### src/design/aasfc_pkg.sv
`timescale 1ns / 1ps
package aasfc_pkg;

    // Register map
    localparam logic [1:0] REG_MUTE_SECONDS    = 2'd0;
    localparam logic [1:0] REG_STANDBY_SECONDS = 2'd1;
    localparam logic [1:0] REG_POWERUP_MS      = 2'd2;

    localparam int unsigned CFG_ADDR_W = 2;
    localparam int unsigned CFG_DATA_W = 16;

    localparam logic [9:0]  RST_MUTE_SECONDS    = 10'd60;
    localparam logic [9:0]  RST_STANDBY_SECONDS = 10'd300;
    localparam logic [15:0] RST_POWERUP_MS      = 16'd3000;

    localparam int unsigned DEF_TICKS_PER_SECOND = 1000;
    localparam int unsigned DEF_ADC_LEVELS       = 1024;

    localparam int unsigned COUNT_W = 20;

    // Fan curve: T = (6600*code - 800*A) / (39*A), duty ramps from T=40 to T=80
    localparam int unsigned FAN_GAIN   = 6600;
    localparam int unsigned FAN_OFFSET = 800;
    localparam int unsigned FAN_DIV    = 39;
    localparam int unsigned FAN_T_START = 40;
    localparam int unsigned FAN_T_FULL  = 80;
    localparam logic [8:0]  FAN_DUTY_MIN = 9'd64;
    localparam logic [8:0]  FAN_DUTY_MAX = 9'd256;
    localparam logic [8:0]  FAN_DUTY_OFF = 9'd0;

    typedef enum logic [1:0] {
        MODE_STANDBY = 2'd0,
        MODE_POWERUP = 2'd1,
        MODE_ON      = 2'd2,
        MODE_MUTED   = 2'd3
    } mode_t;

    typedef struct packed {
        logic load;    // take the tick, update mode and counters
        logic mul;     // latch the fan-curve quotient
        logic finish;  // form fan duty and output beat
    } cmd_t;

endpackage

### src/design/aasfc_ctrl.sv
`timescale 1ns / 1ps
module aasfc_ctrl (
    input  logic              clk,
    input  logic              rst_n,
    input  logic              s_axis_tvalid,
    output logic              s_axis_tready,
    output logic              m_axis_tvalid,
    input  logic              m_axis_tready,
    output aasfc_pkg::cmd_t   cmd
);

    typedef enum logic [3:0] {
        ST_IDLE = 4'b0001,
        ST_MUL  = 4'b0010,
        ST_FIN  = 4'b0100,
        ST_SEND = 4'b1000
    } state_t;

    state_t state_reg, state_next;

    always_comb
    begin
        state_next = state_reg;
        unique case (state_reg)
            ST_IDLE:
            begin
                if (s_axis_tvalid)
                    state_next = ST_MUL;
            end
            ST_MUL:
            begin
                state_next = ST_FIN;
            end
            ST_FIN:
            begin
                state_next = ST_SEND;
            end
            ST_SEND:
            begin
                if (m_axis_tready)
                    state_next = ST_IDLE;
            end
            default:
            begin
                state_next = ST_IDLE;
            end
        endcase
    end

    always_ff @(posedge clk or negedge rst_n)
    begin
        if (!rst_n)
        begin
            state_reg <= ST_IDLE;
        end
        else
        begin
            state_reg <= state_next;
        end
    end

    assign s_axis_tready = (state_reg == ST_IDLE);
    assign m_axis_tvalid = (state_reg == ST_SEND);

    assign cmd.load   = (state_reg == ST_IDLE) && s_axis_tvalid;
    assign cmd.mul    = (state_reg == ST_MUL);
    assign cmd.finish = (state_reg == ST_FIN);

endmodule

### src/design/aasfc_dp.sv
`timescale 1ns / 1ps
module aasfc_dp #(
    parameter int unsigned TICKS_PER_SECOND = aasfc_pkg::DEF_TICKS_PER_SECOND,
    parameter int unsigned ADC_LEVELS       = aasfc_pkg::DEF_ADC_LEVELS
) (
    input  logic                                clk,
    input  logic                                rst_n,
    input  logic                                cfg_we,
    input  logic [aasfc_pkg::CFG_ADDR_W-1:0]    cfg_addr,
    input  logic [aasfc_pkg::CFG_DATA_W-1:0]    cfg_data,
    input  logic [15:0]                         in_data,
    input  aasfc_pkg::cmd_t                     cmd,
    output logic [15:0]                         out_data
);

    localparam int unsigned CW = aasfc_pkg::COUNT_W;
    localparam logic [CW-1:0] TPS = CW'(TICKS_PER_SECOND);

    // Fan curve constants, scaled by the ADC range
    localparam int unsigned DEN_I  = aasfc_pkg::FAN_DIV * ADC_LEVELS;
    localparam logic [24:0] OFF    = 25'(aasfc_pkg::FAN_OFFSET * ADC_LEVELS
                                         + aasfc_pkg::FAN_T_START * DEN_I);
    localparam logic [24:0] FULL   = 25'(aasfc_pkg::FAN_OFFSET * ADC_LEVELS
                                         + aasfc_pkg::FAN_T_FULL * DEN_I);
    localparam logic [24:0] GAIN   = 25'(aasfc_pkg::FAN_GAIN);

    // Reciprocal of DEN, rounded up, scaled by 2^Q_SHIFT
    localparam int unsigned     Q_SHIFT = 40;
    localparam longint unsigned RECIP_L = ((64'd1 << Q_SHIFT) + 64'(DEN_I) - 64'd1)
                                          / 64'(DEN_I);
    localparam logic [26:0]     RECIP   = 27'(RECIP_L);

    // Configuration
    logic [9:0]  mute_sec_reg;
    logic [9:0]  stby_sec_reg;
    logic [15:0] pwrup_ms_reg;

    always_ff @(posedge clk or negedge rst_n)
    begin
        if (!rst_n)
        begin
            mute_sec_reg <= aasfc_pkg::RST_MUTE_SECONDS;
            stby_sec_reg <= aasfc_pkg::RST_STANDBY_SECONDS;
            pwrup_ms_reg <= aasfc_pkg::RST_POWERUP_MS;
        end
        else if (cfg_we)
        begin
            unique case (cfg_addr)
                aasfc_pkg::REG_MUTE_SECONDS:    mute_sec_reg <= cfg_data[9:0];
                aasfc_pkg::REG_STANDBY_SECONDS: stby_sec_reg <= cfg_data[9:0];
                aasfc_pkg::REG_POWERUP_MS:      pwrup_ms_reg <= cfg_data;
                default: ;
            endcase
        end
    end

    // Tick fields
    logic       audio_level;
    logic       audio_change;
    logic       button_press;
    logic       user_activity;
    logic [9:0] temp_sample;

    assign audio_level   = in_data[0];
    assign audio_change  = in_data[1];
    assign button_press  = in_data[2];
    assign user_activity = in_data[3];
    assign temp_sample   = in_data[13:4];

    // Mode and countdowns
    aasfc_pkg::mode_t mode_reg, mode_next;
    logic [CW-1:0] mute_left_reg, mute_left_next;
    logic [CW-1:0] stby_left_reg, stby_left_next;
    logic [15:0]   pwrup_left_reg, pwrup_left_next;

    logic [CW-1:0] mute_full;
    logic [CW-1:0] stby_full;

    assign mute_full = CW'(mute_sec_reg * TPS);
    assign stby_full = CW'(stby_sec_reg * TPS);

    always_comb
    begin
        aasfc_pkg::mode_t m;
        aasfc_pkg::mode_t target;
        logic [CW-1:0]    ml;
        logic [CW-1:0]    sl;
        logic [15:0]      pl;

        m      = mode_reg;
        ml     = mute_left_reg;
        sl     = stby_left_reg;
        pl     = pwrup_left_reg;
        target = aasfc_pkg::MODE_ON;

        if (audio_change)
        begin
            ml = mute_full;
            sl = stby_full;
        end
        if (button_press)
        begin
            if (m == aasfc_pkg::MODE_STANDBY || m == aasfc_pkg::MODE_MUTED)
            begin
                ml = mute_full;
                sl = stby_full;
            end
            else
            begin
                ml = '0;
                sl = '0;
            end
        end

        if (ml != '0)
        begin
            ml     = ml - 1'b1;
            target = aasfc_pkg::MODE_ON;
        end
        else
        begin
            target = aasfc_pkg::MODE_MUTED;
        end
        if (sl != '0)
            sl = sl - 1'b1;
        else
            target = aasfc_pkg::MODE_STANDBY;

        if (audio_level)
        begin
            ml     = mute_full;
            sl     = stby_full;
            target = aasfc_pkg::MODE_ON;
        end

        if (m == aasfc_pkg::MODE_POWERUP)
        begin
            if (pl != '0)
                pl = pl - 1'b1;
            if (pl == '0)
                m = aasfc_pkg::MODE_ON;
        end
        else if (target == aasfc_pkg::MODE_STANDBY)
        begin
            m = aasfc_pkg::MODE_STANDBY;
        end
        else if (target == aasfc_pkg::MODE_MUTED)
        begin
            if (m == aasfc_pkg::MODE_ON)
                m = aasfc_pkg::MODE_MUTED;
        end
        else
        begin
            if (m == aasfc_pkg::MODE_MUTED)
            begin
                m = aasfc_pkg::MODE_ON;
            end
            else if (m == aasfc_pkg::MODE_STANDBY)
            begin
                m  = aasfc_pkg::MODE_POWERUP;
                pl = pwrup_ms_reg;
            end
        end

        if (user_activity && m != aasfc_pkg::MODE_STANDBY)
        begin
            ml = mute_full;
            sl = stby_full;
        end

        mode_next       = m;
        mute_left_next  = ml;
        stby_left_next  = sl;
        pwrup_left_next = pl;
    end

    always_ff @(posedge clk or negedge rst_n)
    begin
        if (!rst_n)
        begin
            mode_reg       <= aasfc_pkg::MODE_STANDBY;
            mute_left_reg  <= CW'(aasfc_pkg::RST_MUTE_SECONDS * TPS);
            stby_left_reg  <= CW'(aasfc_pkg::RST_STANDBY_SECONDS * TPS);
            pwrup_left_reg <= '0;
        end
        else if (cmd.load)
        begin
            mode_reg       <= mode_next;
            mute_left_reg  <= mute_left_next;
            stby_left_reg  <= stby_left_next;
            pwrup_left_reg <= pwrup_left_next;
        end
    end

    // Fan curve: range check at load, quotient by reciprocal multiply next cycle.
    // floor(rem*RECIP / 2^Q_SHIFT) equals floor(rem/DEN) for rem below 40*DEN:
    // the rounding error of RECIP times rem stays under 2^Q_SHIFT.
    logic [24:0] prod;
    logic [22:0] rem_reg;
    logic [49:0] q_prod;
    logic [5:0]  quot_reg;
    logic        lo_reg;
    logic        hi_reg;

    assign prod   = 25'(temp_sample) * GAIN;
    assign q_prod = 50'(rem_reg) * 50'(RECIP);

    always_ff @(posedge clk)
    begin
        if (cmd.load)
        begin
            lo_reg  <= (prod < OFF);
            hi_reg  <= (prod >= FULL);
            rem_reg <= 23'(prod - OFF);
        end
        if (cmd.mul)
        begin
            quot_reg <= q_prod[Q_SHIFT+5:Q_SHIFT];
        end
    end

    // duty = 64 + floor(q*24/5); x/5 as (x*205)>>10, exact for x up to 960
    logic [9:0]  ramp_x;
    logic [17:0] ramp_y;
    logic [8:0]  duty;
    logic        amp_active;

    assign ramp_x = 10'(quot_reg * 10'd24);
    assign ramp_y = 18'(ramp_x * 18'd205);
    assign amp_active = (mode_reg == aasfc_pkg::MODE_ON) || (mode_reg == aasfc_pkg::MODE_MUTED);

    always_comb
    begin
        if (!amp_active || lo_reg)
            duty = aasfc_pkg::FAN_DUTY_OFF;
        else if (hi_reg)
            duty = aasfc_pkg::FAN_DUTY_MAX;
        else
            duty = aasfc_pkg::FAN_DUTY_MIN + 9'(ramp_y[17:10]);
    end

    logic [15:0] out_reg;

    always_ff @(posedge clk)
    begin
        if (cmd.finish)
        begin
            out_reg <= {1'b0,
                        duty,
                        amp_active,
                        (mode_reg == aasfc_pkg::MODE_ON),
                        amp_active,
                        (mode_reg != aasfc_pkg::MODE_STANDBY),
                        mode_reg};
        end
    end

    assign out_data = out_reg;

endmodule

### src/design/amp_auto_standby_and_fan_controller.sv
`timescale 1ns / 1ps
// After an input beat is accepted (load), the sequencer steps through the fan
// quotient multiply and the output latch, then holds the output beat valid until
// the result is taken; the next tick is taken only once the result is taken.
// Reset (rst_n, async, active low): standby mode, countdowns at the reset
// register values, no output beat pending.
module amp_auto_standby_and_fan_controller #(
    parameter int unsigned TICKS_PER_SECOND = aasfc_pkg::DEF_TICKS_PER_SECOND,
    parameter int unsigned ADC_LEVELS       = aasfc_pkg::DEF_ADC_LEVELS
) (
    input  logic                              clk,
    input  logic                              rst_n,

    // Register write: 0 mute_seconds, 1 standby_seconds, 2 powerup_ms
    input  logic                              cfg_we,
    input  logic [aasfc_pkg::CFG_ADDR_W-1:0]  cfg_addr,
    input  logic [aasfc_pkg::CFG_DATA_W-1:0]  cfg_data,

    // One beat per 1 ms tick
    input  logic                              s_axis_tvalid,
    output logic                              s_axis_tready,
    // [0] audio_level, [1] audio_change, [2] button_press, [3] user_activity,
    // [13:4] temp_sample, [15:14] zero
    input  logic [15:0]                       s_axis_tdata,

    // One result beat per tick
    output logic                              m_axis_tvalid,
    input  logic                              m_axis_tready,
    // [1:0] mode, [2] supply_enable, [3] amp_run, [4] amp_unmute,
    // [5] speaker_connect, [14:6] fan_duty, [15] zero
    output logic [15:0]                       m_axis_tdata
);

    // Sequencer commands to the datapath: load the tick, latch the fan
    // quotient, then latch the output beat.
    aasfc_pkg::cmd_t cmd;

    aasfc_ctrl u_ctrl (
        .clk           (clk),
        .rst_n         (rst_n),
        .s_axis_tvalid (s_axis_tvalid),
        .s_axis_tready (s_axis_tready),
        .m_axis_tvalid (m_axis_tvalid),
        .m_axis_tready (m_axis_tready),
        .cmd           (cmd)
    );

    // Mode machine, countdowns and fan curve arithmetic.
    aasfc_dp #(
        .TICKS_PER_SECOND (TICKS_PER_SECOND),
        .ADC_LEVELS       (ADC_LEVELS)
    ) u_dp (
        .clk      (clk),
        .rst_n    (rst_n),
        .cfg_we   (cfg_we),
        .cfg_addr (cfg_addr),
        .cfg_data (cfg_data),
        .in_data  (s_axis_tdata),
        .cmd      (cmd),
        .out_data (m_axis_tdata)
    );

endmodule
### config.mk
export PLATFORM = sky130hd
export DESIGN_NAME = amp_auto_standby_and_fan_controller
export DESIGN_NICKNAME = d
export VERILOG_FILES = /design/src/design/aasfc_pkg.sv /design/src/design/aasfc_ctrl.sv /design/src/design/aasfc_dp.sv /design/src/design/amp_auto_standby_and_fan_controller.sv
export SDC_FILE = /design/constraint.sdc
export NUM_CORES = 1
export LEC_CHECK = 0
export CAP_MARGIN = 20
export CORE_AREA = 4 4 204 206
export CTS_CLUSTER_DIAMETER = 200
export DETAILED_ROUTE_END_ITERATION = 7
export DIE_AREA = 0 0 208 210
export DONT_BUFFER_PORTS = 1
export GPL_ROUTABILITY_DRIVEN = 0
export PLACE_DENSITY_LB_ADDON = 0.2
export SYNTH_ARGS = -nofsm -noshare
export SYNTH_HDL_FRONTEND = slang
export SYNTH_HIERARCHICAL = 1
export SYNTH_SLANG_ARGS = --single-unit
### constraint.sdc
create_clock -name clk -period 18.68 [get_ports clk]
set_input_delay 3.736 -clock clk [delete_from_list [all_inputs] [get_ports clk]]
set_output_delay 3.736 -clock clk [all_outputs]
set_load 0.1 [all_outputs]
# Yosys cells after proc, flatten, opt, wreduce, memory -nomap -nowiden
# Cells that the tools add are included.
[classes]
add_sub_neg = 5
multipliers = 6
magnitude_cmp = 2
eq_ne = 15
n_mux = 33
reduce_logical = 22
[op_table]
columns = ["cell", "count"]
rows = [
  ["$mux W20", 12],
  ["$mux W16", 7],
  ["$mul A23 B24 Y45 const B", 1],
  ["$reduce_bool A20 Y1", 2],
  ["$sub A20 B1 Y20 const B", 2],
  ["$mul A10 B7 Y17 const B", 2],
  ["$ge A23 B22 Y1 const B", 1],
  ["$lt A23 B22 Y1 const B", 1],
  ["$sub A23 B22 Y23 const B", 1],
  ["$mul A10 B10 Y20 const B", 1],
  ["$mux W2", 9],
  ["$logic_not A16 Y1", 1],
  ["$pmux W4 S4", 1],
  ["$reduce_bool A16 Y1", 1],
  ["$sub A16 B1 Y16 const B", 1],
  ["$mul A7 B8 Y15 const B", 1],
  ["$add A7 B8 Y9 const A", 1],
  ["$mux W9", 1],
  ["$eq A2 B2 Y1 const B", 4],
  ["$mux W4", 2],
  ["$reduce_and A2 Y1", 4],
  ["$mul A6 B2 Y7 const B", 1],
  ["$logic_not A2 Y1", 3],
  ["$ne A2 B1 Y1 const B", 3],
  ["13 further kinds", 20],
]
[word_totals]
reg_bits = 144
in_bits = 39
out_inout_bits = 18
wordCells = 98

# Depth between registers and ports, before layout
# Gate-level depths: netlist of run 1.
[logic_depth]
depth_word = 15
depth_mapped = 26
mapped_depth_nobuf = 26

# Hierarchy
# Netlist of run 1, hierarchy kept.
[modules_own_cells]
columns = ["module", "instances", "cells_per_inst", "area_per_inst_um2", "seq_area_each_um2"]
rows = [
  ["aasfc_dp", 1, 1970, 19506.2, 3651.0],
  ["aasfc_ctrl", 1, 20, 219.0, 101.3],
]

# Worst setup path after synthesis of run 1
# OpenSTA, ideal clock, no wires.
[synth_timing]
kind = "input port to flip-flop"
from = "input port s_axis_tdata[4]"
to = "register u_dp.rem_reg[22] (data pin)"
setup_ps = 269
arrival_time_ps = 8173
slack_ps = 10239
cell_stages = 17
n_path_buf = 0
cell_sequence = "inv_1 ha_1 ha_1 inv_1 fa_1 fa_1 inv_1 fa_1 ha_1 a21oi_1 o21a_1 o21ai_0 o221ai_1 or4b_2 o311ai_0 o31ai_1 xor2_1"
[synth_via]
elab_chain_cells = 2
[synth_lines]
columns = ["element", "line_no", "source"]
rows = [
  ["from (decl)", "amp_auto_standby_and_fan_controller.sv:24", "input logic [15:0] s_axis_tdata,"],
  ["$mul A10 B10 Y20", "aasfc_dp.sv:205", "assign prod = 25'(temp_sample) * GAIN;"],
  ["$sub A23 B22 Y23", "aasfc_dp.sv:214", "rem_reg <= 23'(prod - OFF);"],
  ["to (signal assigned)", "aasfc_dp.sv:214", ""],
  ["to (decl)", "aasfc_dp.sv:199", "logic [22:0] rem_reg;"],
]
# Every way passes these cells.
# A chain may end at the register's enable or synchronous reset.

# Worst setup path after layout of run 1
# Same ends and word-level chain as after synthesis.

==> key figures, run 1 <==
Floorplanning
  • Initial Utilization: 0.4976
  • Vert. Die Dim: 210 µm
  • Die area: 43680 µm²
  • Area of the core: 39640 µm²
  • DIE WIDTH: 208 µm
  • Top Ports: 57
  • Cell Rows: 73

Clock tree
  • Clk_lat worst skew: 0.46 ns
  • Cts bufs inserted: 17
  • Clock Sinks: 140
  • Longest Clk Path Bufs: 2
  • CTS root buffer: clkbuf_16
  • CTS resizes: 0
  • CTS tree: built
  • Hold Buf Count CTS: 0
  • Clk pin slew, worst setup/hold paths: 0.06 ns
  • H-tree levels: 4
  • Postcts setup bufs: 0

Setup path
  • Reg2Reg Depth: 19
  • Setup crit start kind: input pin
  • Slowest cell on crit path: or4b_2
  • Worst reg2reg setup slack: 11.50 ns
  • Cells along the critical path: inv_1 -> ha_1 -> ha_1 -> inv_1 -> fa_1 -> fa_1 -> inv_1 -> fa_1 -> ha_1 -> a21oi_1 -> o21a_1 -> o21ai_0 -> o221ai_1 -> or4b_2 -> o311ai_0 -> o31ai_1 -> xor2_1
  • Crit Reg-Reg Endpoint: u_dp/mute_left_reg[18]
  • Data arrival, critical path: 8.66 ns
  • Reg2reg start: u_dp/stby_sec_reg[0]
  • Crit path largest cell delay: 0.60 ns
  • Worst Path Required: 18.85 ns
  • Crit Path Max Fanout: 5
  • Worst setup path category: input pin to flip-flop
  • Crit end category: flip-flop

Drt
  • DR pass1 iterations: 5
  • Wire per inst: 16.68 µm
  • # DRC: 0
  • Vias: 13.96k
  • Drt total wl: 41930 µm
  • Routed Antenna Nets: 0
  • Starting DRT DRC Count: 601
  • Via/cell ratio: 5.556

Yosys
  • Synth Area in XOR/XNOR: 0.04129
  • Area of the mapped netlist: 19730 µm²
  • Yosys cell types: 91
  • Adder-cell share of the synthesized area: 0.4241
  • Avg Inst Size Synth: 9.912 µm²
  • Synth Area in Compound Gates: 0.1193
  • Post-synth top cells: ha_1, inv_1, fa_1
  • Number of synthesized flops with an enable pin: 42
  • Share of synthesized area spent on multiplexers: 0.04973
  • Post-synth top area cell: ha_1
  • Syn nets: 2589
  • Dominant cells by area after synthesis: ha_1, fa_1, dfrtp_1, edfxtp_1, inv_1
  • Syn. warnings: 6
  • Fraction of registers with async set/reset: 0.7000
  • Post-synthesis sequential area ratio: 0.1902
  • Share of the synthesized area in the top cell type: 0.2404
  • Largest family of logic cells by synthesized area: adder cells
  • Post-Synth Simple-Gate Area: 0.1010
  • Most frequent cell after synthesis: ha_1
  • Synth Instances: 1990
  • FF+latch count, synth: 140
  • Primary FF master, synth: dfrtp_1

GRT
  • Wire length of the first global-routing pass: 70920 µm
  • Vias in the first global route: 14.41k
  • GR Util All Layers: 0.1968
  • Pin count of the biggest net entering global routing: 99
  • Global route overflow: 0
  • Initial antenna violation count: 0

Timing
  • RSZ-0062 raised after global routing: no
  • Layout Skew: 0.03340 ns
  • Worst slew pin tran: 1.075 ns
  • Final Max Tran Viols: 0
  • Final Hold Vio Count: 0
  • Max-slew headroom: 0.2742
  • Fmax: 117.8 MHz
  • Final Critical Period: 8.491 ns
  • Setup TNS: 0 ns
  • Tcrit/Tclk final: 0.4546
  • Setup violations, final: 0

Final layout
  • Ant. Diodes: 0
  • Fillers: 3580
  • Layout Nets: 2574
  • Layout cells sized above 1: 0.07394
  • Area Growth Syn to Fin: 6.241%

Min path
  • HP Class: flip-flop to flip-flop
  • Hold path cells: 2
  • Hold Crit Start: u_dp/stby_left_reg[18]
  • Min-Delay Endpoint: u_dp/stby_left_reg[18]

Run
  • Max-Cap Viols: 0

Status
  • Status: finished, final reports clean

Place
  • PortBufs: 0
  • Hpwl dp: 33940 µm
final cells by class:
cell class	count	area, µm²	area share
clock inverter	11	141.4	0.006747
inverter	331	1242	0.05929
clock buffer	21	471.7	0.02251
multi-input combinational	1472	14540	0.6938
tap	525	656.9	0.03135
sequential	140	3752	0.1791
timing repair buffer	13	152.6	0.007284
worst max-delay path by stage:
stage / startpoint / end / depth (start not counted)
after floorplan: s_axis_tdata[4] / u_dp/rem_reg[22] / 17
after global placement: s_axis_tdata[4] / u_dp/rem_reg[22] / 17
after detailed placement: s_axis_tdata[4] / u_dp/rem_reg[22] / 17
after CTS: s_axis_tdata[4] / u_dp/rem_reg[22] / 17
after global routing: s_axis_tdata[4] / u_dp/rem_reg[22] / 17
final: s_axis_tdata[4] / u_dp/rem_reg[22] / 17
layout by cell type, fill, tap and decap left out, types with 11 or more instances in the layout:
| cell | count |
|---|---|
| xor2_1 | 35 |
| nand2_1 | 73 |
| nand3_1 | 17 |
| o21ai_1 | 19 |
| o21a_1 | 13 |
| dfstp_2 | 31 |
| dfrtp_1 | 67 |
| mux2i_1 | 44 |
| clkbuf_16 | 20 |
| o31ai_1 | 14 |
| nor3_1 | 39 |
| a21o_1 | 29 |
| edfxtp_1 | 42 |
| fa_1 | 181 |
| and3_1 | 11 |
| xnor2_1 | 58 |
| nor2_1 | 105 |
| inv_1 | 331 |
| nor4_1 | 17 |
| nor2b_1 | 20 |
| mux2_2 | 41 |
| ha_1 | 379 |
| a21oi_1 | 78 |
| o21ai_0 | 56 |
| or3_1 | 18 |
| and2_1 | 13 |
| a211oi_1 | 17 |
cells by family after synthesis:
kind of cell / Yosys count
adder cells (fa/ha/maj): 560
other: 1
buffers and inverters: 378
AND/OR/NAND/NOR: 383
AO/OA/AOI/OAI: 344
multiplexers: 91
flip-flops: 140
XOR/XNOR: 93
routing by layer:
layer  wire length (µm)  part of all wire  global-route usage  vias to the layer above
li1                   -                 -                   -                     6851
met1              19980              0.48              0.2719                     6866
met2              19830              0.47              0.3300                      208
met3               1468             0.035             0.02887                       37
met4                646             0.015             0.04824                        0
met5                  0                 0                   0                        -
through the flow:
stage	instances	hold slack (ns)	util	area [µm²]	worst slack, ns
6_report	2513	0.4725	0.5287	20960	10.19
5_1_grt	2513	0.5115	0.5287	20960	9.993
4_1_cts	2513	0.4740	0.5287	20960	10.25
3_5_place_dp	2481	0.4645	0.5132	20340	9.775
3_3_place_gp	2481	0.4615	0.5132	20340	9.834
2_1_floorplan	1990	0.4521	-	19730	10.24
critical path, delay by kind of cell:
kind	cells	cell delay [ns]
xor+xnor	1	0.20
simple gates	1	0.60
compound gates	6	1.47
buf+inv	3	0.13
fa+ha+maj	6	2.54
Power of run 1 is left out: the tool's default activity adds up to more than one toggle a clock period on the data nets, which glitch-free logic cannot reach.
==> run 2: changes to the inputs <==
--- a/config.mk
+++ b/config.mk
@@ -5,11 +5,12 @@
 export SDC_FILE = /design/constraint.sdc
 export NUM_CORES = 1
 export LEC_CHECK = 0
+export ABC_AREA = 1
 export CAP_MARGIN = 20
-export CORE_AREA = 4 4 204 206
+export CORE_AREA = 4 4 209 211
 export CTS_CLUSTER_DIAMETER = 200
 export DETAILED_ROUTE_END_ITERATION = 7
-export DIE_AREA = 0 0 208 210
+export DIE_AREA = 0 0 213 215
 export DONT_BUFFER_PORTS = 1
 export GPL_ROUTABILITY_DRIVEN = 0
 export PLACE_DENSITY_LB_ADDON = 0.2
==> constraint.sdc (replaced) <==
create_clock -name clk -period 7.8 [get_ports clk]
set_input_delay 1.56 -clock clk [delete_from_list [all_inputs] [get_ports clk]]
set_output_delay 1.56 -clock clk [all_outputs]
set_load 0.1 [all_outputs]
==> key figures, run 2 <==
Yosys
  • Number of synthesized flops with an enable pin: 42 (unchanged)
  • Post-synth top area cell: ha_1 (unchanged)
  • Dominant cells by area after synthesis: ha_1, fa_1, nand2_1, inv_1, dfrtp_1 (was ha_1, fa_1, dfrtp_1, edfxtp_1, inv_1)
  • Synth Instances: 2586 (was 1990)
  • Most frequent cell after synthesis: nand2_1 (was ha_1)
  • Post-synth top cells: nand2_1, inv_1, ha_1 (was ha_1, inv_1, fa_1)
  • Post-synthesis sequential area ratio: 0.1814 (was 0.1902)
  • Fraction of registers with async set/reset: 0.7000 (unchanged)
  • Syn nets: 3185 (was 2589)
  • Avg Inst Size Synth: 7.997 µm² (was 9.912 µm²)
  • Primary FF master, synth: dfrtp_1 (unchanged)
  • Syn. warnings: 6 (unchanged)
  • Area of the mapped netlist: 20680 µm² (was 19730 µm²)
  • FF+latch count, synth: 140 (unchanged)
  • Yosys cell types: 53 (was 91)
  • Share of the synthesized area in the top cell type: 0.2293 (was 0.2404)

Timing
  • Worst hold slack: 0.4692 ns (was 0.4725 ns)
  • Tcrit/Tclk final: 0.7737
  • Final Max Tran Viols: 0 (unchanged)
  • RSZ-0062 raised after global routing: no (unchanged)
  • Layout Skew: 0.02087 ns (was 0.03340 ns)
  • Setup violations, final: 0 (unchanged)
  • Setup TNS: 0 ns (unchanged)
  • Final Critical Period: 6.035 ns
  • Max-slew headroom: 0.2842 (was 0.2742)
  • Final Hold Vio Count: 0 (unchanged)
  • Fmax: 165.7 MHz
  • Worst slew pin tran: 1.070 ns (was 1.075 ns)

Clock tree
  • Clk pin slew, worst setup/hold paths: 0.08 ns (was 0.06 ns)
  • Cts bufs inserted: 17 (unchanged)
  • Clk_lat worst skew: 0.47 ns (was 0.46 ns)
  • CTS root buffer: clkbuf_16 (unchanged)
  • H-tree levels: 4 (unchanged)
  • CTS tree: built (unchanged)
  • CTS resizes: 0 (unchanged)
  • Longest Clk Path Bufs: 2 (unchanged)
  • Postcts setup bufs: 0 (unchanged)
  • Clock Sinks: 140 (unchanged)
  • Hold Buf Count CTS: 0 (unchanged)

GRT
  • GRT met2 Usage: 0.3423 (was 0.3300)
  • Wire length of the first global-routing pass: 80410 µm (was 70920 µm)
  • Most Crowded Layer GR: met2 (unchanged)
  • GR Util All Layers: 0.2162 (was 0.1968)
  • M1 GR Usage: 0.3191 (was 0.2719)
  • Global route overflow: 0 (unchanged)
  • M3 GR Usage: 0.03033 (was 0.02887)
  • Vias in the first global route: 16.33k (was 14.41k)
  • Initial antenna violation count: 0 (unchanged)
  • Pin count of the biggest net entering global routing: 99 (unchanged)

Final layout
  • Layout cells sized above 1: 0.04899 (was 0.07394)
  • Most common cell after layout, fill and taps aside: nand2_1 (was ha_1)
  • Final cell area excluding filler cells: 21770 µm² (was 20960 µm²)
  • Area Growth Syn to Fin: 5.288% (was 6.241%)
  • Area of the multi-input gates: 14820 µm² (was 14540 µm²)
  • Layout Nets: 3158 (was 2574)
  • Ant. Diodes: 0 (unchanged)
  • Final non-filler cell total: 3111 (was 2513)
  • Register area: 3752 µm² (unchanged)
  • Commonest non-fill, non-tap cells in the layout: nand2_1, inv_1, ha_1, fa_1, nand3_1 (was ha_1, inv_1, fa_1, nor2_1, a21oi_1)
  • Fillers: 3895 (was 3580)

Setup path
  • Crit Reg-Reg Endpoint: u_dp/mute_left_reg[7] (was u_dp/mute_left_reg[18])
  • Data arrival, critical path: 6.43 ns (was 8.66 ns)
  • Slowest cell on crit path: fa_1 (was or4b_2)
  • Worst setup path category: flip-flop to flip-flop (was input pin to flip-flop)
  • Crit Path Max Fanout: 40 (was 5)
  • Most used cell along the critical path: nand2_1
  • Reg2reg start: u_dp/mute_sec_reg[0] (was u_dp/stby_sec_reg[0])
  • Crit path largest cell delay: 0.60 ns (about the same)
  • CP bufs+invs: 5 (was 3)
  • Crit end category: flip-flop (unchanged)
  • Family with the most delay on the worst path: adder cells (unchanged)
  • Worst reg2reg setup slack: 1.76 ns (was 11.50 ns)
  • Worst Path Required: 8.20 ns (was 18.85 ns)
  • Reg2Reg Depth: 28 (was 19)
  • Setup crit start kind: flip-flop (was input pin)

Place
  • Hpwl dp: 38500 µm (was 33940 µm)
  • Placed Cells: 3079 (was 2481)
  • PortBufs: 0 (unchanged)
  • DP Area: 21180 µm² (was 20340 µm²)

Min path
  • Hold Crit Start: u_dp/mute_left_reg[15] (was u_dp/stby_left_reg[18])
  • Hold path cells: 2 (unchanged)
  • HP Class: flip-flop to flip-flop (unchanged)
  • Min-Delay Endpoint: u_dp/mute_left_reg[15] (was u_dp/stby_left_reg[18])

Status
  • Status: finished, final reports clean (unchanged)

Drt
  • DR pass1 iterations: 5 (unchanged)
  • Via/cell ratio: 5.215 (was 5.556)
  • # DRC: 0 (unchanged)
  • Starting DRT DRC Count: 1062 (was 601)
  • Routed Antenna Nets: 0 (unchanged)
  • Wire per inst: 15.25 µm (was 16.68 µm)
  • Vias: 16.22k (was 13.96k)
  • Drt total wl: 47440 µm (was 41930 µm)

Floorplanning
  • Vert. Die Dim: 215 µm (was 210 µm)
  • Area of the core: 41760 µm² (was 39640 µm²)
  • Top Ports: 57 (unchanged)
  • DIE WIDTH: 213 µm (was 208 µm)
  • Die area: 45800 µm² (was 43680 µm²)
  • Cell Rows: 75 (was 73)
  • Initial Utilization: 0.4953 (was 0.4976)

Run
  • Max-Cap Viols: 0 (unchanged)
[run 2: cells by family after synthesis]
logic type      Yosys count  synth area share
compound gates          235           0.06340
simple gates           1009            0.2064
fa+ha+maj               560            0.4045
buf+inv                 546            0.1024
xor+xnor                 83           0.03515
flops                   140            0.1814
other cells               1         0.0001813
mux                      12          0.006534
[run 2: layer usage]
| layer | routed length, µm | up-vias |
|---|---|---|
| li1 | - | 8166 |
| met1 | 23580 | 7707 |
| met2 | 21350 | 308 |
| met3 | 2040 | 42 |
| met4 | 470 | 0 |
| met5 | 0 | - |
[run 2: layout make-up]
type,count,share of cell area
Clock buffer,20,0.02149
Clock inverter,12,0.005861
Inverter,491,0.08481
Multi-Input combinational cell,1900,0.6805
Sequential cell,140,0.1723
Tap cell,539,0.03097
Timing Repair Buffer,9,0.004022
[run 2: through the flow]
step	worst slack [ns]	utilization
final	1.765	0.5214
after CTS	1.790	0.5214
after detailed placement	1.678	0.5072
after global routing	1.295	0.5214
after global placement	1.721	0.5072
after floorplan	1.997	-
[run 2: worst max-delay path by stage]
| stage | start | to | cells past startpoint |
|---|---|---|---|
| floorplan | s_axis_tdata[4] | u_dp/rem_reg[22] | 22 |
| global placement | s_axis_tdata[7] | u_dp/hi_reg | 21 |
| detailed placement | s_axis_tdata[4] | u_dp/rem_reg[22] | 22 |
| CTS | u_dp/mute_sec_reg[0] | u_dp/stby_left_reg[13] | 28 |
| global route | u_dp/mute_sec_reg[0] | u_dp/stby_left_reg[10] | 27 |
| finish | u_dp/mute_sec_reg[0] | u_dp/mute_left_reg[7] | 28 |
[run 2: worst register-to-register path: cells and delay by family, from the launching register on]
kind / cells / cell delay [ns]
DFF: 1 / 0.53
buffers and inverters: 5 / 0.73
and+or+nand+nor: 17 / 2.13
adders and majority gates: 5 / 2.46
AOI/OAI and AO/OA: 1 / 0.12
Power of run 2 is left out for the same reason.
